==> config.mk <==
export PLATFORM = sky130hd
export DESIGN_NAME = key_import_header_list_parser_unit
export DESIGN_NICKNAME = d
export VERILOG_FILES = /design/src/design/kihlp_pkg.sv /design/src/design/key_import_header_list_parser_unit.sv /design/src/design/kihlp_dp.sv /design/src/design/kihlp_ctrl.sv
export SDC_FILE = /design/constraint.sdc
export NUM_CORES = 1
export LEC_CHECK = 0
export ABC_AREA = 1
export BUFFER_PORTS_ARGS = -buffer_cell sky130_fd_sc_hd__buf_2
export CAP_MARGIN = 20
export CORE_UTILIZATION = 67
export CTS_CLUSTER_DIAMETER = 80
export DETAILED_ROUTE_END_ITERATION = 12
export PLACE_DENSITY = 0.91
export RECOVER_POWER = 50
export SLEW_MARGIN = 20
export SYNTH_ARGS = -nofsm -noshare
export SYNTH_HDL_FRONTEND = slang
export SYNTH_SLANG_ARGS = --single-unit
==> constraint.sdc <==
create_clock -name clk -period 8.2 [get_ports clk]
set_input_delay 0.41 -clock clk [delete_from_list [all_inputs] [get_ports clk]]
set_output_delay 0.41 -clock clk [all_outputs]
set_load 0.005 [all_outputs]
==> src/design/kihlp_pkg.sv <==
// Shared types, constants and codes for the key import header list parser.
package kihlp_pkg;

  localparam int OffW     = 20;
  localparam logic [OffW-1:0] OffMax = 20'hFFFFF;
  localparam int PosW     = 21;
  localparam int NumComp  = 7;
  localparam int CompIdxW = 3;
  localparam int LenW     = 16;

  localparam logic [7:0]  TagExtMask  = 8'h1F;
  localparam logic [7:0]  LenShortMax = 8'h7F;
  localparam logic [7:0]  LenForm81   = 8'h81;
  localparam logic [7:0]  LenForm82   = 8'h82;
  localparam logic [15:0] TagOuter    = 16'h004D;
  localparam logic [15:0] TagTemplate = 16'h7F48;
  localparam logic [15:0] TagKeyData  = 16'h5F48;
  localparam logic [15:0] TagSlotSig  = 16'h00B6;
  localparam logic [15:0] TagSlotDec  = 16'h00B8;
  localparam logic [15:0] TagSlotAuth = 16'h00A4;
  localparam logic [15:0] TagReject   = 16'h0099;
  localparam logic [15:0] TagCompLo   = 16'h0091;
  localparam logic [15:0] TagCompHi   = 16'h0097;

  typedef enum logic [2:0] {
    STAT_OK       = 3'd0,
    STAT_LEN_FORM = 3'd1,
    STAT_KEY      = 3'd2,
    STAT_TAG      = 3'd3,
    STAT_RANGE    = 3'd4
  } status_t;

  typedef enum logic [1:0] {
    SLOT_SIG  = 2'd0,
    SLOT_DEC  = 2'd1,
    SLOT_AUTH = 2'd2
  } slot_t;

  typedef enum logic [3:0] {
    ST_IDLE,
    ST_TAG0,
    ST_TAG1,
    ST_LEN0,
    ST_LEN81,
    ST_LEN82H,
    ST_LEN82L,
    ST_SUM,
    ST_CHECK,
    ST_EMIT,
    ST_DONE
  } ctl_state_t;

  typedef enum logic [2:0] {
    HS_OUTER,
    HS_SLOT,
    HS_TEMPLATE,
    HS_INNER,
    HS_KEYDATA
  } hdr_stage_t;

  typedef enum logic {
    LEN_BYTE,
    LEN_WORD
  } len_sel_t;

  typedef struct packed {
    logic       begin_cmd;
    logic       take_byte;
    logic       load_tag0;
    logic       load_tag1;
    logic       load_len_hi;
    len_sel_t   len_sel;
    logic       set_slot;
    logic       set_template;
    logic       set_comp;
    logic       sum_start;
    logic       sum_step;
    logic       emit_start;
    logic       emit_rec;
    logic       emit_err;
    status_t    err_code;
  } dp_cmd_t;

  typedef struct packed {
    logic tag_ext;
    logic len_short;
    logic len_81;
    logic len_82;
    logic tag_outer;
    logic tag_slot_ok;
    logic tag_template;
    logic tag_reject;
    logic tag_keydata;
    logic tmpl_empty;
    logic inner_done;
    logic over;
    logic cnt_last;
    logic out_free;
  } dp_status_t;

endpackage

==> src/design/key_import_header_list_parser_unit.sv <==
// Top level of the key import header list parser: controller plus datapath.
// Latency: a header or length form error record sits in the output register the cycle after
// its byte; the range error after the 5F48 header is loaded from ST_CHECK once the sum is done.
// Throughput: one input transaction per cycle while parsing and the output register is free;
// after the 5F48 header the sum over the seven component lengths (ST_SUM), the compare
// (ST_CHECK) and the seven records (ST_EMIT, held while the sink stalls) take no input.
// Reset (rst, synchronous, active high) returns to idle; bytes before a begin are ignored.
module key_import_header_list_parser_unit (
  input  logic        clk,
  input  logic        rst,
  input  logic        s_tvalid,
  output logic        s_tready,
  input  logic [23:0] s_tdata,   // [7:0] data_byte, [23:8] command_length
  input  logic        s_tuser,   // [0] op: 0 begin, 1 data byte
  output logic        m_tvalid,
  input  logic        m_tready,
  output logic [39:0] m_tdata,   // [2:0] status, [4:3] key_slot, [7:5] component,
                                 // [23:8] comp_offset, [39:24] comp_length
  output logic        m_tlast    // last record of the run
);
  import kihlp_pkg::*;

  // The controller sequences header bytes and the record emission; the datapath holds the
  // accumulators, offsets, the seven component lengths and the registered result.
  dp_cmd_t    cmd;
  dp_status_t st;

  kihlp_ctrl u_ctrl (
    .clk      (clk),
    .rst      (rst),
    .in_valid (s_tvalid),
    .in_op    (s_tuser),
    .in_ready (s_tready),
    .st       (st),
    .cmd      (cmd)
  );

  // Input is held off while a record waits in the output register and the sink is not ready.
  kihlp_dp u_dp (
    .clk       (clk),
    .rst       (rst),
    .cmd       (cmd),
    .st        (st),
    .byte_in   (s_tdata[7:0]),
    .lc_in     (s_tdata[23:8]),
    .out_valid (m_tvalid),
    .out_ready (m_tready),
    .out_data  (m_tdata),
    .out_last  (m_tlast)
  );

endmodule

==> src/design/kihlp_dp.sv <==
// Datapath of the parser: header accumulators, offsets, component lengths and output register.
module kihlp_dp (
  input  logic                  clk,
  input  logic                  rst,
  input  kihlp_pkg::dp_cmd_t    cmd,
  output kihlp_pkg::dp_status_t st,
  input  logic [7:0]            byte_in,
  input  logic [15:0]           lc_in,
  output logic                  out_valid,
  input  logic                  out_ready,
  output logic [39:0]           out_data,
  output logic                  out_last
);
  import kihlp_pkg::*;

  logic [15:0]         tag_accum;
  logic [7:0]          len_hi;
  logic [OffW-1:0]     byte_offset;
  logic [OffW-1:0]     template_end;
  logic [1:0]          slot_reg;
  logic [15:0]         lc_reg;
  logic [LenW-1:0]     comp_lengths [NumComp];
  logic [CompIdxW-1:0] cnt;
  logic [PosW-1:0]     pos;

  logic [2:0]          o_status;
  logic [1:0]          o_slot;
  logic [2:0]          o_comp;
  logic [15:0]         o_offset;
  logic [15:0]         o_length;

  logic [LenW-1:0]     hdr_len;
  logic [OffW-1:0]     bo_inc;
  logic [PosW-1:0]     te_sum;
  logic [OffW-1:0]     te_new;
  logic                comp_tag;
  logic [7:0]          comp_diff;
  logic [CompIdxW-1:0] comp_idx;
  logic [LenW-1:0]     cur_len;

  always_comb begin
    hdr_len   = (cmd.len_sel == LEN_WORD) ? {len_hi, byte_in} : {8'h00, byte_in};
    bo_inc    = (byte_offset != OffMax) ? byte_offset + 1'b1 : byte_offset;
    te_sum    = {1'b0, bo_inc} + PosW'(hdr_len);
    te_new    = (te_sum > {1'b0, OffMax}) ? OffMax : te_sum[OffW-1:0];
    comp_tag  = (tag_accum >= TagCompLo) && (tag_accum <= TagCompHi);
    comp_diff = tag_accum[7:0] - TagCompLo[7:0];
    comp_idx  = comp_diff[CompIdxW-1:0];
    cur_len   = comp_lengths[cnt];

    st.tag_ext      = ((byte_in & TagExtMask) == TagExtMask);
    st.len_short    = (byte_in <= LenShortMax);
    st.len_81       = (byte_in == LenForm81);
    st.len_82       = (byte_in == LenForm82);
    st.tag_outer    = (tag_accum == TagOuter);
    st.tag_slot_ok  = (tag_accum == TagSlotSig) || (tag_accum == TagSlotDec) ||
                      (tag_accum == TagSlotAuth);
    st.tag_template = (tag_accum == TagTemplate);
    st.tag_reject   = (tag_accum == TagReject);
    st.tag_keydata  = (tag_accum == TagKeyData);
    st.tmpl_empty   = (bo_inc >= te_new);
    st.inner_done   = (bo_inc >= template_end);
    st.over         = (pos > PosW'(lc_reg));
    st.cnt_last     = (cnt == CompIdxW'(NumComp - 1));
    st.out_free     = !out_valid || out_ready;
  end

  always_ff @(posedge clk) begin
    if (rst) begin
      tag_accum    <= '0;
      len_hi       <= '0;
      byte_offset  <= '0;
      template_end <= '0;
      slot_reg     <= SLOT_SIG;
      lc_reg       <= '0;
      cnt          <= '0;
      pos          <= '0;
      for (int i = 0; i < NumComp; i++) begin
        comp_lengths[i] <= '0;
      end
    end else if (cmd.begin_cmd) begin
      tag_accum    <= '0;
      len_hi       <= '0;
      byte_offset  <= '0;
      template_end <= '0;
      slot_reg     <= SLOT_SIG;
      lc_reg       <= lc_in;
      for (int i = 0; i < NumComp; i++) begin
        comp_lengths[i] <= '0;
      end
    end else begin
      if (cmd.take_byte) begin
        byte_offset <= bo_inc;
      end
      if (cmd.load_tag0) begin
        tag_accum <= {8'h00, byte_in};
      end
      if (cmd.load_tag1) begin
        tag_accum <= {tag_accum[7:0], byte_in};
      end
      if (cmd.load_len_hi) begin
        len_hi <= byte_in;
      end
      if (cmd.set_slot) begin
        if (tag_accum == TagSlotDec) begin
          slot_reg <= SLOT_DEC;
        end else if (tag_accum == TagSlotAuth) begin
          slot_reg <= SLOT_AUTH;
        end else begin
          slot_reg <= SLOT_SIG;
        end
      end
      if (cmd.set_template) begin
        template_end <= te_new;
      end
      if (cmd.set_comp && comp_tag) begin
        comp_lengths[comp_idx] <= hdr_len;
      end
      if (cmd.sum_start) begin
        pos <= {1'b0, bo_inc};
        cnt <= '0;
      end
      if (cmd.emit_start) begin
        pos <= {1'b0, byte_offset};
        cnt <= '0;
      end
      if (cmd.sum_step || cmd.emit_rec) begin
        pos <= pos + PosW'(cur_len);
        cnt <= cnt + 1'b1;
      end
    end
  end

  // Output register: valid is control, the record fields are payload.
  always_ff @(posedge clk) begin
    if (rst) begin
      out_valid <= 1'b0;
    end else if (cmd.emit_rec || cmd.emit_err) begin
      out_valid <= 1'b1;
    end else if (out_ready) begin
      out_valid <= 1'b0;
    end
  end

  always_ff @(posedge clk) begin
    if (cmd.emit_err) begin
      o_status <= cmd.err_code;
      o_slot   <= '0;
      o_comp   <= '0;
      o_offset <= '0;
      o_length <= '0;
      out_last <= 1'b1;
    end else if (cmd.emit_rec) begin
      o_status <= STAT_OK;
      o_slot   <= slot_reg;
      o_comp   <= cnt;
      o_offset <= pos[15:0];
      o_length <= cur_len;
      out_last <= st.cnt_last;
    end
  end

  assign out_data = {o_length, o_offset, o_comp, o_slot, o_status};

  a_cnt_in_range: assert property (@(posedge clk) disable iff (rst)
    (cmd.sum_step || cmd.emit_rec) |-> (cnt <= CompIdxW'(NumComp - 1)))
    else $error("component index stepped beyond the last component");

  a_emit_last_flag: assert property (@(posedge clk) disable iff (rst)
    (cmd.emit_rec && st.cnt_last) |=> (out_valid && out_last && (o_comp == 3'd6)))
    else $error("final component record lacks its last flag");

endmodule

==> src/design/kihlp_ctrl.sv <==
// Controller state machine: header byte sequencing, header order checks and record emission.
module kihlp_ctrl (
  input  logic                  clk,
  input  logic                  rst,
  input  logic                  in_valid,
  input  logic                  in_op,
  output logic                  in_ready,
  input  kihlp_pkg::dp_status_t st,
  output kihlp_pkg::dp_cmd_t    cmd
);
  import kihlp_pkg::*;

  ctl_state_t state, state_next;
  hdr_stage_t stage, stage_next;
  logic       accepted;
  logic       hdr_done;

  always_ff @(posedge clk) begin
    if (rst) begin
      state <= ST_IDLE;
      stage <= HS_OUTER;
    end else begin
      state <= state_next;
      stage <= stage_next;
    end
  end

  always_comb begin
    state_next = state;
    stage_next = stage;
    cmd        = '0;
    hdr_done   = 1'b0;
    in_ready   = 1'b0;

    unique case (state)
      ST_IDLE, ST_DONE, ST_TAG0, ST_TAG1, ST_LEN0, ST_LEN81, ST_LEN82H, ST_LEN82L: begin
        in_ready = st.out_free;
      end
      default: begin
        in_ready = 1'b0;
      end
    endcase
    accepted = in_valid && in_ready;

    if (accepted && !in_op) begin
      cmd.begin_cmd = 1'b1;
      state_next    = ST_TAG0;
      stage_next    = HS_OUTER;
    end else begin
      unique case (state)
        ST_IDLE, ST_DONE: begin
          state_next = state;
        end
        ST_TAG0: begin
          if (accepted) begin
            cmd.take_byte = 1'b1;
            cmd.load_tag0 = 1'b1;
            state_next    = st.tag_ext ? ST_TAG1 : ST_LEN0;
          end
        end
        ST_TAG1: begin
          if (accepted) begin
            cmd.take_byte = 1'b1;
            cmd.load_tag1 = 1'b1;
            state_next    = ST_LEN0;
          end
        end
        ST_LEN0: begin
          if (accepted) begin
            cmd.take_byte = 1'b1;
            if (st.len_short) begin
              hdr_done = 1'b1;
            end else if (st.len_81) begin
              state_next = ST_LEN81;
            end else if (st.len_82) begin
              state_next = ST_LEN82H;
            end else begin
              cmd.emit_err = 1'b1;
              cmd.err_code = STAT_LEN_FORM;
              state_next   = ST_DONE;
            end
          end
        end
        ST_LEN81: begin
          if (accepted) begin
            cmd.take_byte = 1'b1;
            hdr_done      = 1'b1;
          end
        end
        ST_LEN82H: begin
          if (accepted) begin
            cmd.take_byte   = 1'b1;
            cmd.load_len_hi = 1'b1;
            state_next      = ST_LEN82L;
          end
        end
        ST_LEN82L: begin
          if (accepted) begin
            cmd.take_byte = 1'b1;
            cmd.len_sel   = LEN_WORD;
            hdr_done      = 1'b1;
          end
        end
        ST_SUM: begin
          cmd.sum_step = 1'b1;
          if (st.cnt_last) begin
            state_next = ST_CHECK;
          end
        end
        ST_CHECK: begin
          if (st.over) begin
            if (st.out_free) begin
              cmd.emit_err = 1'b1;
              cmd.err_code = STAT_RANGE;
              state_next   = ST_DONE;
            end
          end else begin
            cmd.emit_start = 1'b1;
            state_next     = ST_EMIT;
          end
        end
        ST_EMIT: begin
          if (st.out_free) begin
            cmd.emit_rec = 1'b1;
            if (st.cnt_last) begin
              state_next = ST_DONE;
            end
          end
        end
        default: begin
          state_next = ST_IDLE;
        end
      endcase

      // A complete header: check it against the expected position in the list.
      if (hdr_done) begin
        state_next = ST_TAG0;
        unique case (stage)
          HS_OUTER: begin
            if (st.tag_outer) begin
              stage_next = HS_SLOT;
            end else begin
              cmd.emit_err = 1'b1;
              cmd.err_code = STAT_TAG;
              state_next   = ST_DONE;
            end
          end
          HS_SLOT: begin
            if (st.tag_slot_ok) begin
              cmd.set_slot = 1'b1;
              stage_next   = HS_TEMPLATE;
            end else begin
              cmd.emit_err = 1'b1;
              cmd.err_code = STAT_KEY;
              state_next   = ST_DONE;
            end
          end
          HS_TEMPLATE: begin
            if (st.tag_template) begin
              cmd.set_template = 1'b1;
              stage_next       = st.tmpl_empty ? HS_KEYDATA : HS_INNER;
            end else begin
              cmd.emit_err = 1'b1;
              cmd.err_code = STAT_TAG;
              state_next   = ST_DONE;
            end
          end
          HS_INNER: begin
            if (st.tag_reject) begin
              cmd.emit_err = 1'b1;
              cmd.err_code = STAT_KEY;
              state_next   = ST_DONE;
            end else begin
              cmd.set_comp = 1'b1;
              if (st.inner_done) begin
                stage_next = HS_KEYDATA;
              end
            end
          end
          HS_KEYDATA: begin
            if (st.tag_keydata) begin
              cmd.sum_start = 1'b1;
              state_next    = ST_SUM;
            end else begin
              cmd.emit_err = 1'b1;
              cmd.err_code = STAT_TAG;
              state_next   = ST_DONE;
            end
          end
          default: begin
            cmd.emit_err = 1'b1;
            cmd.err_code = STAT_TAG;
            state_next   = ST_DONE;
          end
        endcase
      end
    end
  end

  a_busy_no_ready: assert property (@(posedge clk) disable iff (rst)
    (state == ST_SUM || state == ST_CHECK || state == ST_EMIT) |-> !in_ready)
    else $error("input accepted while the component records are being produced");

  a_no_overwrite: assert property (@(posedge clk) disable iff (rst)
    (cmd.emit_rec || cmd.emit_err) |-> st.out_free)
    else $error("output record loaded while an earlier one is still pending");

  a_begin_restarts: assert property (@(posedge clk) disable iff (rst)
    (accepted && !in_op) |=> (state == ST_TAG0 && stage == HS_OUTER))
    else $error("begin transaction did not restart the header list");

  a_last_record_done: assert property (@(posedge clk) disable iff (rst)
    (state == ST_EMIT && cmd.emit_rec && st.cnt_last) |=> (state == ST_DONE))
    else $error("emission continued past the seventh component");

endmodule

Word-level counts from Yosys, hierarchy flattened --
Memories as Yosys holds them, arrays and structs flattened. A register that Yosys moved wholly into a read port is not among the register bits. Cells that the tools add are included.
Storage, ports and cells: register bits 155, memory bits (writable) 112, bits of input ports 29, output and inout port bits 43, logic and storage cells 228, memories kept 1
Operators by class: add/sub/neg operators 5, $lt $le $gt $ge 7, equality and inequality tests 51, multiplexer cells 109, bitwise logic cells 8, reduce and logical (&&, ||, !) cells 29
Memories:
- u_dp.comp_lengths | words 7, width 16, read ports 1, clocked after Yosys merged registers in 1, wr ports 7, RTL line kihlp_dp.sv:22 | logic [LenW-1:0] comp_lengths [NumComp];
Operators by type and width (count):
- 16-bit two-way mux | 12
- 4-bit two-way mux | 31
- 16-bit by 8-bit == test with 1-bit output (second input constant) | 4
- 21-bit two-way mux | 3
- 3-bit two-way mux | 14
- 20-bit greater-or-equal comparator | 2
- 20-bit two-way mux | 2
- 4-bit one-hot mux with 5 select lines | 2
- 1-bit two-way mux | 37
- 16-bit by 15-bit == test with 1-bit output (second input constant) | 2
- 4-bit one-hot mux with 8 select lines | 1
- 20-bit by 16-bit adder with 21-bit output | 1
- 21-bit by 16-bit adder with 21-bit output | 1
- 21-bit by 16-bit > comparator with 1-bit output | 1
- 21-bit by 20-bit > comparator with 1-bit output (second input constant) | 1
- 20-bit by 1-bit adder with 20-bit output (second input constant) | 1
- 20-bit inequality test (second input constant) | 1
- 4-bit by 1-bit inequality test with 1-bit output (second input constant) | 5
- 10-bit AND reduction | 2
- 3-bit by 1-bit inequality test with 1-bit output (second input constant) | 6
- 16-bit by 7-bit == test with 1-bit output (second input constant) | 1
- 4-bit by 3-bit == test with 1-bit output (second input constant) | 4
- 8-bit == test (second input constant) | 2
- 16-bit by 8-bit greater-or-equal comparator with 1-bit output (second input constant) | 1
- 37 further kinds | 72

Logic depth before layout (Yosys ltp) --
Gate-level depths: netlist of run 1.
depth after elaboration 18, depth in mapped cells 37

By module --
From an unflattened synthesis of run 1, not the netlist that was laid out.
Second synthesis, totals: cells, all modules 2053, area, all modules 16017.9 µm²
By module, submodules not included:
- kihlp_dp | times used 1, cells an instance 1893, area each 15112.0 µm²
- kihlp_ctrl | times used 1, cells an instance 160, area each 905.9 µm²

Least setup slack after synthesis of run 1 --
Ideal clock, no wire load.
path kind reg2reg, start point register u_dp.byte_offset[0], end point register u_ctrl.stage[1], library setup time 0.067 ns, data arrival time 4.308 ns, data required time 8.133 ns, path slack 3.825 ns, cell stages (with the launch flop) 35, buffers on the path 2, cells stage by stage dfxtp_1 ha_1 nand2_1 nor2_4 nand2_1 nor2_1 nand2_1 nand2_1 nor2_1 nand2_1 xor2_1 inv_1 ha_1 inv_1 nor4_1 nand2_1 nand2_1 nand3_1 nand3_2 nand2_4 buf_6 buf_2 nand2_1 inv_1 ha_1 a21oi_1 o21a_1 o221ai_1 nand3_1 nand3_1 nor2_2 nand3_1 nand2_1 nand2_1 a21oi_2
Between the ends: longest elaborated chain between the ends 9
Ends and longest elaborated chain:
- from (decl) | RTL line kihlp_dp.sv:18 | logic [OffW-1:0] byte_offset;
- from (signal assigned) | RTL line kihlp_dp.sv:93 | byte_offset <= bo_inc;
- 20-bit by 1-bit adder with 20-bit output or 20-bit inequality test (tied branches) | RTL line kihlp_dp.sv:43 | bo_inc = (byte_offset != OffMax) ? byte_offset + 1'b1 : byte_offset;
- 20-bit two-way mux (*) | RTL line kihlp_dp.sv:43
- named net u_dp.bo_inc[4] | RTL line kihlp_dp.sv:33 | logic [OffW-1:0] bo_inc;
- 20-bit by 16-bit adder with 21-bit output | RTL line kihlp_dp.sv:44 | te_sum = {1'b0, bo_inc} + PosW'(hdr_len);
- 21-bit by 20-bit > comparator with 1-bit output | RTL line kihlp_dp.sv:45 | te_new = (te_sum > {1'b0, OffMax}) ? OffMax : te_sum[OffW-1:0];
- 20-bit two-way mux | RTL line kihlp_dp.sv:45
- 20-bit greater-or-equal comparator | RTL line kihlp_dp.sv:61 | st.tmpl_empty = (bo_inc >= te_new);
- 3-bit two-way mux | RTL line kihlp_ctrl.sv:161 | stage_next = st.tmpl_empty ? HS_KEYDATA : HS_INNER;
- 3-bit two-way mux | RTL line kihlp_ctrl.sv:159 | if (st.tag_template) begin
- 3-bit one-hot mux with 4 select lines | RTL line kihlp_ctrl.sv:138 | unique case (stage)
- to (signal assigned) | RTL line kihlp_ctrl.sv:24 | stage <= stage_next;
- to (decl) | RTL line kihlp_ctrl.sv:14 | hdr_stage_t stage, stage_next;
The timed path passes the listed nets; every way through them passes the cells marked *. The select of a mux whose other input is x is not followed. A chain may end at the register's enable or synchronous reset.

==> results.md, run 1 <==
- Area growth from synthesis to layout: 8.86%
- Core Footprint: 0.0234 mm2
- CP arrival: 6310 ps
- Layout cells sized above 1: 7.32%
- Post-route clock period utilization: 74.5%
- Register with the most flip-flops: u_dp.comp_lengths
- Max reg flops: 128
- Portion of netlist area occupied by mux cells: 0%
- Clock Root Buffer: clkbuf_16
- Vias in the first global route: 13,732
- Slew Viols, Final: 88
- Most frequent CP cell: nor2_1
- Routed WL: 45.7 mm
- Failing checks: capacitance limit, slew limit
- Vias: 14,593
- Top FF cell, synth: dfxtp_1
- Mapped Cells: 2,029
- Setup TNS: 0 ps
- Busiest layer in global routing: met2
- CTS buffer count: 29
- Kind of critical path: reg -> reg
- Post-cts sizing count: 0
- IO Pins: 72
- Syn_nets: 2,151
- Port bufs: 71
- Fmax: 0.164 GHz
- DRT Pass-1 Iters: 8
- Starting Density: 68.1%
- Maximum vdd drop: 0.178 mV
- Synth Area in Simple Gates: 22.4%
- Delay-heaviest family, CP: simple AND/OR/NAND/NOR gates
- Post-synth EDFFs: 131
- Synth unique cells: 58
- Largest family of logic cells by synthesized area: simple AND/OR/NAND/NOR gates
- Net Sw Power: 1.96 mW
- Die area: 0.0244 mm2
- First-pass GRT wire length: 70.8 mm
- Outcome: complete, but fails checks
- Final Skew: 22.9 ps
- Layout net count: 2,189
- Final setup viols: 0
- Width of the die: 156 um
- Worst Hold Class: in -> reg
- Register bit total from synthesis: 286
- Rows: 56
- Tmin final: 6110 ps
- Largest stage delay on the critical path: 1160 ps
- Max_cap viols: 2
- Met2 Use GR: 59.0%
- Comb pwr share: 35.3%
- Startpoint Class: flip-flop
- PD cells: 294 mW/mm2
- Grt ovf: 0
- Die height: 156 um
- CP Max Fanout: 44
- DP HPWL: 32.3 mm
- Synth warn: 0
- Hold_ws: 108 ps
- Setup bufs post-CTS: 0
- TritonCTS clock tree: yes
- RSZ-0062 raised after global routing: no
- Synth Cell Area: 0.0159 mm2
- Final WS setup: 2090 ps
- Async set or reset register ratio after synthesis: 0%
- Clock latency on the worst-skew pair: 570 ps
- Grt met3 use: 7.42%
- Clock group share of total power: 26.5%
- Largest registers: u_dp.comp_lengths x128, u_dp.pos x21
- Slew HR: -3.56%
- Largest net degree at the start of global routing: 66
- Bufs and invs on worst path: 4
- Synth Area per Inst: 7.86 um2
- GRT met1 Usage: 48.0%
- Cell chain of the critical path: inv_1 -> nand2_1 -> nor2_1 -> nor2_1 -> nand2_2 -> nand3_1 -> nor2_1 -> inv_1 -> nand2_2 -> buf_4 -> inv_1 -> nand3_1 -> nor2_1 -> nand3_1 -> nand2_1
- Clk sink count: 286
- XOR/XNOR share of the synthesized area: 2.20%
- Sequential fraction of the synthesis area: 44.1%
- Routability cong.: 1.08
- Clock buffer depth: 3
- Least-Margin Pin Slew: 1550 ps
- DRC Markers: 0
- Hold Vio Cnt, Final: 0
- Initial antenna violation count: 2
- DP Worst Slack: 3030 ps
- Antenna-violating nets left: 0
- Placed cell areas: 0.0165 mm2
- Static leakage: 7.29 nW
- Post-CTS Hold Buffers: 0
- DR WL/cell: 19.0 um
- H-Tree Depth: 1
- Gr usage total: 37.3%
- Clock Pin Slew Worst Setup and Hold Paths: 60 ps
- Internal Power: 3.14 mW
- Adder-Cell Fraction of Synth Area: 7.39%
- Critical-path top delay cell: inv_1
- Initial drt markers: 1,768
- Non-Filler Cell Area, Final: 0.0174 mm2
- Crit path capture type: flip-flop
- Post-layout utilization of the core: 74.2%
- Vias per inst: 6.06
- Part of the power in registers: 38.2%
- Worst path required time: 8390 ps
- Switching share of power: 38.4%
- Compound-cell area share of the yosys netlist: 16.4%
- Fillers: 1,741
-- per-layer routing --
layer / wire length (um) / part of all wire [%]
met1: 17600 / 38
met2: 20600 / 45
met3: 5110 / 11
met4: 2410 / 5.3
met5: 0 / 0
-- worst register-to-register path: stages, from the launching register on --
cell     delay, ps
dfxtp_1        420
inv_1          110
nand2_1        150
nor2_1          90
nor2_1         190
nand2_2         70
nand3_1        220
nor2_1         170
inv_1          710
nand2_2         70
buf_4          310
inv_1         1170
nand3_1        300
nor2_1         340
nand3_1        610
nand2_1        820
-- Yosys cell counts (all sizes together) (3+ instances only) --
library cell | count | share of area (%)
a21oi | 194 | 6.1
nor4 | 13 | 0.51
ha | 91 | 7.1
dfxtp | 155 | 19
xnor2 | 12 | 0.66
o31ai | 3 | 0.14
o21ai | 174 | 5.5
nor2 | 339 | 8.5
edfxtp | 131 | 25
clkinv | 8 | 0.19
a211oi | 10 | 0.47
o21a | 6 | 0.28
nand4 | 18 | 0.75
a31oi | 13 | 0.51
nand2 | 371 | 9.2
clkbuf | 70 | 1.6
o32ai | 32 | 1.8
nand3 | 60 | 2.2
inv | 227 | 5.3
buf | 9 | 0.31
nor3 | 22 | 0.82
xor2 | 28 | 1.5
o221ai | 3 | 0.16
o211ai | 16 | 0.75
-- cell families (layout without fill, tap and decap cells) --
family | Yosys count | after routing
compound gates | 465 | 465
xor+xnor | 40 | 40
fa+ha+maj | 93 | 93
buf+inv | 314 | 375
flops | 286 | 286
other cells | 0 | 1
simple gates | 831 | 831
-- power groups by stage --
stage / Combinational (mW) / Sequential [mW] / Clock (mW)
after floorplan: 1.24 / 1.90 / 0
after global placement: 1.69 / 1.95 / 0
after detailed placement: 1.76 / 1.96 / 0
after CTS: 1.78 / 1.94 / 1.35
after global routing: 1.99 / 1.97 / 1.41
final: 1.80 / 1.95 / 1.35
-- cell type report --
cell class / count / area [um2] / area share [%]
clock buffers: 36 / 782 / 4.51
clock inverters: 18 / 188 / 1.08
flip-flops and latches: 286 / 7040 / 40.6
diodes: 1 / 2.50 / 0.0144
well taps: 319 / 399 / 2.30
multi-input cells: 1429 / 7650 / 44.1
inverters: 235 / 883 / 5.09
repair buffers: 86 / 412 / 2.37
-- placed cells by master, fill, tap and decap left out, types with 29 or more instances in the layout --
cell	instances
ha_1	91
nand3_1	54
nand2_1	352
nor2_1	325
o32ai_1	32
clkbuf_16	29
edfxtp_1	131
clkbuf_1	42
inv_1	216
o21ai_0	172
buf_2	35
a21oi_1	193
dfxtp_1	154
-- metrics by stage --
stage / std cells / power, mW
after global placement: 2355 / 3.65
after floorplan: 2029 / 3.15
final: 2410 / 5.10
after global routing: 2409 / 5.37
after CTS: 2409 / 5.07
after detailed placement: 2355 / 3.72
-- final timing paths --
check | to | cells past startpoint | slack, ps | startpoint
worst max-delay path | u_dp.comp_lengths[6][1] | 15 | 2090 | u_ctrl.state[2]
worst min-delay path | u_dp.lc_reg[0] | 3 | 110 | s_tdata[8]
worst max register to register | u_dp.comp_lengths[6][1] | 15 | 2090 | u_ctrl.state[2]
worst min register to register | u_dp.o_length[14] | 2 | 460 | u_dp.o_length[14]
No activity file was read; power rests on OpenSTA's default activity.
==> inputs of run 2 (changes only) <==
- CORE_UTILIZATION: 67 -> 56
- PLACE_DENSITY: 0.91 -> 0.81
- clock period: 8.2 -> 5.05 ns (I/O delays scaled with it)
==> run 2 against run 1 <==
Net effect: the run now ends clean; non-clock buffer count grew 47; design area grew 3.4%; flip-flop and latch count did not move; clock-buffer cell count increased by 1; final cell count up 4.4%; sequential power is 64% higher; fmax rose by 29%; worst hold slack lost 95 ps; largest cell class unchanged.
==> results.md, run 2 (synthesis gave the netlist of run 1 again) <==
- Area growth from synthesis to layout: 12.5% (was 8.86%)
- Net Sw Power: 3.19 mW (was 1.96 mW)
- First-pass GRT wire length: 73.3 mm (was 70.8 mm)
- Clock buffer depth: 3 (unchanged)
- Grt ovf: 0 (unchanged)
- Clock Pin Slew Worst Setup and Hold Paths: 70 ps (was 60 ps)
- Gr usage total: 32.5% (was 37.3%)
- H-Tree Depth: 1 (unchanged)
- Max reg flops: 128 (unchanged)
- DRC Markers: 0 (unchanged)
- Clk sink count: 286 (unchanged)
- DR WL/cell: 18.8 um (was 19.0 um)
- Final WS setup: 303 ps (was 2090 ps)
- Post-route clock period utilization: 94.0% (was 74.5%)
- CTS buffer count: 30 (was 29)
- CP arrival: 4950 ps (was 6310 ps)
- Most frequent cells in the layout: nand2_1 (351), nor2_1 (323), inv_1 (214) (was nand2_1 (352), nor2_1 (325), inv_1 (216))
- Setup TNS: 0 ps (unchanged)
- Setup bufs post-CTS: 0 (unchanged)
- Vias in the first global route: 13,545 (was 13,732)
- TritonCTS clock tree: yes (unchanged)
- Slew Viols, Final: 0 (was 88)
- Vias per inst: 5.82 (was 6.06)
- Routed WL: 47.4 mm (was 45.7 mm)
- Crit path capture type: flip-flop (unchanged)
- Starting Density: 57.2% (was 68.1%)
- Layout net count: 2,238 (was 2,189)
- Clock group share of total power: 27.0% (was 26.5%)
- Clock Root Buffer: clkbuf_16 (unchanged)
- Worst path required time: 5250 ps (was 8390 ps)
- Internal Power: 5.19 mW (was 3.14 mW)
- Width of the die: 171 um (was 156 um)
- Initial drt markers: 1,694 (was 1,768)
- Reg-to-Reg Start: u_ctrl.state[2] (unchanged)
- Static leakage: 7.53 nW (was 7.29 nW)
- Startpoint Class: flip-flop (unchanged)
- Die area: 0.0291 mm2 (was 0.0244 mm2)
- Worst setup path start: u_ctrl.state[2] (unchanged)
- Max_cap viols: 0 (was 2)
- Worst Hold Class: in -> reg (unchanged)
- Slew HR: 8.26% (was -3.56%)
- Largest net degree at the start of global routing: 44 (was 66)
- Most common cell after layout, fill and taps aside: nand2_1 (unchanged)
- Final setup viols: 0 (unchanged)
- Tmin final: 4750 ps (was 6110 ps)
- PD cells: 467 mW/mm2 (was 294 mW/mm2)
- Core Footprint: 0.0279 mm2 (was 0.0234 mm2)
- Min-delay src: s_tdata[14] (was s_tdata[8])
- Port bufs: 71 (unchanged)
- Part of the power in registers: 38.0% (was 38.2%)
- Diodes inserted: 0 (was 1)
- Die height: 171 um (was 156 um)
- Clock latency on the worst-skew pair: 590 ps (was 570 ps)
- CP Max Fanout: 35 (was 44)
- DRT Pass-1 Iters: 5 (was 8)
- Least-Margin Pin Slew: 1380 ps (was 1550 ps)
- Final Skew: 32.9 ps (was 22.9 ps)
- Kind of critical path: reg -> reg (unchanged)
- Initial antenna violation count: 0 (was 2)
- DP Worst Slack: 118 ps (was 3030 ps)
- Comb pwr share: 34.9% (was 35.3%)
- Switching share of power: 38.1% (was 38.4%)
- IO Pins: 72 (unchanged)
- DP HPWL: 33.7 mm (was 32.3 mm)
- Register with the most flip-flops: u_dp.comp_lengths (unchanged)
- Rows: 61 (was 56)
- Maximum vdd drop: 0.331 mV (was 0.178 mV)
- Routability cong.: 0.951 (was 1.08)
- Fmax: 0.211 GHz (was 0.164 GHz)
- Largest registers: u_dp.comp_lengths x128, u_dp.pos x21 (unchanged)
- Layout cells sized above 1: 9.03% (was 7.32%)
- Hold Vio Cnt, Final: 0 (unchanged)
- Antenna-violating nets left: 0 (unchanged)
- Vias: 14,628 (was 14,593)
- Outcome: finished, final reports clean (was complete, but fails checks)
- Pwr Total: 8.38 mW (was 5.10 mW)
-- run 2: final timing paths --
kind,to,slack (ps),cells past startpoint
min reg2reg,u_dp.len_hi[0],460,2
min,u_dp.lc_reg[6],10,3
max,u_dp.comp_lengths[6][9],300,15
max reg2reg,u_dp.comp_lengths[6][9],300,15
-- run 2: power by group through the flow --
stage                     Clock (mW)  Combinational (mW)  Sequential (mW)
after global routing            2.37                3.24             3.23
after floorplan                    0                2.02             3.09
after detailed placement           0                2.86             3.22
after global placement             0                2.80             3.20
final                           2.27                2.93             3.19
after CTS                       2.28                2.90             3.17
-- run 2: what timing repair did --
| action | in CTS | in global routing |
|---|---|---|
| setup endpoints to repair | 0 | 4 |
| resized for setup | 0 | 20 |
| hold buffers | 16 | 1 |
| hold endpoints to repair | 16 | 1 |
-- run 2: final cells by class --
| type | count | area, um2 |
|---|---|---|
| clock buffer | 37 | 787 |
| clock inverter | 16 | 210 |
| fill | 2339 | 9920 |
| inverter | 235 | 885 |
| multi-input combinational | 1430 | 7740 |
| sequential | 286 | 7050 |
| tap | 378 | 473 |
| timing repair buffer | 133 | 791 |
-- run 2: through the flow --
stage / cells / cell area (um2) / utilization, % / hold WS (ps)
6_report: 2515 / 17900 / 64.4 / 12.5
5_1_grt: 2515 / 17900 / 64.4 / 9.21
4_1_cts: 2513 / 18000 / 64.5 / 1.41
3_5_place_dp: 2444 / 16800 / 60.3 / 448
3_3_place_gp: 2444 / 16800 / 60.3 / 440
2_1_floorplan: 2029 / 15900 / - / 331
-- run 2: worst max-delay path, stage by stage (launching register included) --
cell      delay [ps]
dfxtp_1          460
inv_2             70
nand2_1          150
nor2_2            70
nor2_1           190
nand2_2           90
nand3_4          130
nor2_1           130
inv_1            790
nand2_1          390
inv_1            170
nand3_1          140
nor2_1           320
nand3_1          120
clkbuf_1         380
nand2_1          730
-- run 2: routing by layer --
| layer | wire length (um) | GRT usage, % | vias to the layer above |
|---|---|---|---|
| li1 | - | - | 6990 |
| met1 | 19800 | 44.6 | 6787 |
| met2 | 21700 | 53.2 | 750 |
| met3 | 4260 | 4.21 | 101 |
| met4 | 1590 | 10.0 | 0 |
| met5 | 0 | 0 | - |
==> inputs of run 3 (changes only) <==
==> constraint.sdc (replaced) <==
create_clock -name clk -period 5.05 [get_ports clk]
set_input_delay 0.505 -clock clk [delete_from_list [all_inputs] [get_ports clk]]
set_output_delay 0.505 -clock clk [all_outputs]
set_load 0.005 [all_outputs]
==> run 3 against run 2 <==
Net effect: flip-flop and latch count unchanged; worst hold slack improved by 160 ps; highest routed layer unchanged; die area unchanged; wire length decreased by 2.0%.
==> results.md, run 3 (synthesis gave the netlist of run 1 again) <==
- Outcome: finished, final reports clean (unchanged)
- RSZ-0062 raised after global routing: no
- Pwr Total: 8.51 mW (was 8.38 mW)
- Hold Vio Cnt, Final: 0 (unchanged)
- Port bufs: 71 (unchanged)
- Startpoint Class: flip-flop (unchanged)
- Most common cell after layout, fill and taps aside: nand2_1 (unchanged)
- CTS buffer count: 30 (unchanged)
- Area growth from synthesis to layout: 12.4% (was 12.5%)
- Final setup viols: 0 (unchanged)
- Initial antenna violation count: 0 (unchanged)
- Clock buffer depth: 3 (unchanged)
- DP HPWL: 33.4 mm (was 33.7 mm)
- Layout cells sized above 1: 9.46% (was 9.03%)
- DR WL/cell: 18.5 um (was 18.8 um)
- Min-delay src: s_tdata[8] (was s_tdata[14])
- Vias: 14,473 (was 14,628)
- Kind of critical path: reg -> reg (unchanged)
- Final Skew: 20.8 ps (was 32.9 ps)
- Tmin final: 4800 ps (was 4750 ps)
- DRC Markers: 0 (unchanged)
- Vias per inst: 5.78 (was 5.82)
- Post-route clock period utilization: 95.0% (was 94.0%)
- Die area: 0.0291 mm2 (unchanged)
- First-pass GRT wire length: 71.7 mm (was 73.3 mm)
- Switching share of power: 37.0% (was 38.1%)
- Fmax: 0.208 GHz (was 0.211 GHz)
- Initial drt markers: 1,563 (was 1,694)
- Clock group share of total power: 28.7% (was 27.0%)
- Worst Hold Class: in -> reg (unchanged)
- Grt ovf: 0 (unchanged)
- Layout net count: 2,222 (was 2,238)
- CP Max Fanout: 35 (unchanged)
- Worst path required time: 5160 ps (was 5250 ps)
- Clock Pin Slew Worst Setup and Hold Paths: 60 ps (was 70 ps)
- Largest registers: u_dp.comp_lengths x128, u_dp.pos x21 (unchanged)
- DRT Pass-1 Iters: 6 (was 5)
- H-Tree Depth: 1 (unchanged)
- Max reg flops: 128 (unchanged)
- Gr usage total: 31.9% (was 32.5%)
- Diodes inserted: 0 (unchanged)
- Crit path capture type: flip-flop (unchanged)
- Fillers: 2,415 (was 2,339)
- Clock latency on the worst-skew pair: 580 ps (was 590 ps)
- Width of the die: 171 um (unchanged)
- Maximum vdd drop: 0.309 mV (was 0.331 mV)
- Post-CTS Hold Buffers: 0 (was 16)
- Rows: 61 (unchanged)
- Largest net degree at the start of global routing: 46 (was 44)
- Register with the most flip-flops: u_dp.comp_lengths (unchanged)
- Setup bufs post-CTS: 0 (unchanged)
- Setup TNS: 0 ps (unchanged)
- PD cells: 475 mW/mm2 (was 467 mW/mm2)
- Slew HR: 32.9% (was 8.26%)
- Max_cap viols: 0 (unchanged)
- Clk sink count: 286 (unchanged)
- Most frequent cells in the layout: nand2_1 (350), nor2_1 (323), inv_1 (216) (was nand2_1 (351), nor2_1 (323), inv_1 (214))
- Starting Density: 57.2% (unchanged)
- Least-Margin Pin Slew: 1000 ps (was 1380 ps)
- Net Sw Power: 3.15 mW (was 3.19 mW)
- Internal Power: 5.36 mW (was 5.19 mW)
- Clock Root Buffer: clkbuf_16 (unchanged)
- Routed WL: 46.4 mm (was 47.4 mm)
- Vias in the first global route: 13,309 (was 13,545)
- Die height: 171 um (unchanged)
- Slew Viols, Final: 0 (unchanged)
- DP Worst Slack: 143 ps (was 118 ps)
- Core Footprint: 0.0279 mm2 (unchanged)
- Final WS setup: 253 ps (was 303 ps)
- TritonCTS clock tree: yes (unchanged)
- Routability cong.: 0.932 (was 0.951)
- CP arrival: 4910 ps (was 4950 ps)
- Part of the power in registers: 37.5% (was 38.0%)
- Comb pwr share: 33.8% (was 34.9%)
- IO Pins: 72 (unchanged)
- Reg-to-Reg Start: u_ctrl.state[2] (unchanged)
- Antenna-violating nets left: 0 (unchanged)
- Static leakage: 7.50 nW (was 7.53 nW)
- Worst setup path start: u_ctrl.state[2] (unchanged)
==> run 3: cell count changes in the layout (fill, tap and decap cells not counted), moves of 3 or more <==
cell,previous run,this run
clkinv_2,4,1
dlygate4sd3_1,17,0
clkbuf_8,1,6
buf_4,38,42
==> run 3: final timing paths <==
check | cells after the start | endpoint | slack, ps
setup reg to reg | 15 | u_dp.comp_lengths[6][7] | 250
setup / recovery | 15 | u_dp.comp_lengths[6][7] | 250
hold / removal | 3 | u_dp.lc_reg[0] | 170
hold reg to reg | 2 | u_dp.len_hi[7] | 460
==> run 3: cell type report <==
class / instances / area, um2 / area share, %
Clock buffer: 43 / 861 / 4.81
Clock inverter: 13 / 248 / 1.38
Inverter: 235 / 882 / 4.92
Multi-Input combinational cell: 1429 / 7760 / 43.3
Sequential cell: 286 / 7050 / 39.4
Tap cell: 378 / 473 / 2.64
Timing Repair Buffer: 118 / 639 / 3.57
==> run 3: metal layers <==
layer	wire (um)	GRT usage, %	vias up
met5	0	0	-
met4	2060	13.5	0
met3	3870	3.96	108
met2	20700	50.3	659
met1	19800	44.1	6738
li1	-	-	6968
==> run 3: worst max-delay path, stage by stage (launching register included) <==
cell and delay [ps]:
dfxtp_1 360, inv_1 110, nand2_1 120, nor2_1 190, nor2_1 110, nand2_2 100
nand3_4 130, nor2_1 350, inv_1 540, nand2_1 390, inv_1 100, nand3_1 160
nor2_1 110, nand3_1 80, clkbuf_1 690, nand2_1 770
==> run 3: metrics by stage <==
step | instances | util (%) | hold WS, ps | cell area, um2
after floorplan | 2029 | - | 430 | 15900
after global placement | 2446 | 60.4 | 446 | 16800
after detailed placement | 2446 | 60.4 | 448 | 16800
after CTS | 2502 | 64.4 | 161 | 17900
after global routing | 2502 | 64.3 | 167 | 17900
final | 2502 | 64.3 | 170 | 17900
==> run 3: timing repair <==
| item | 4_1_cts | 5_1_grt |
|---|---|---|
| gates resized for setup | 0 | 21 |
| hold endpoints to repair | 0 | 0 |
| setup endpoints to repair | 0 | 3 |
==> run 3: power by group through the flow <==
stage          Clock [mW]  Sequential [mW]  Combinational (mW)
3_3_place_gp            0             3.20                2.78
4_1_cts              2.46             3.17                2.87
5_1_grt              2.57             3.23                3.20
6_report             2.45             3.19                2.88
2_1_floorplan           0             3.09                2.02
3_5_place_dp            0             3.22                2.84
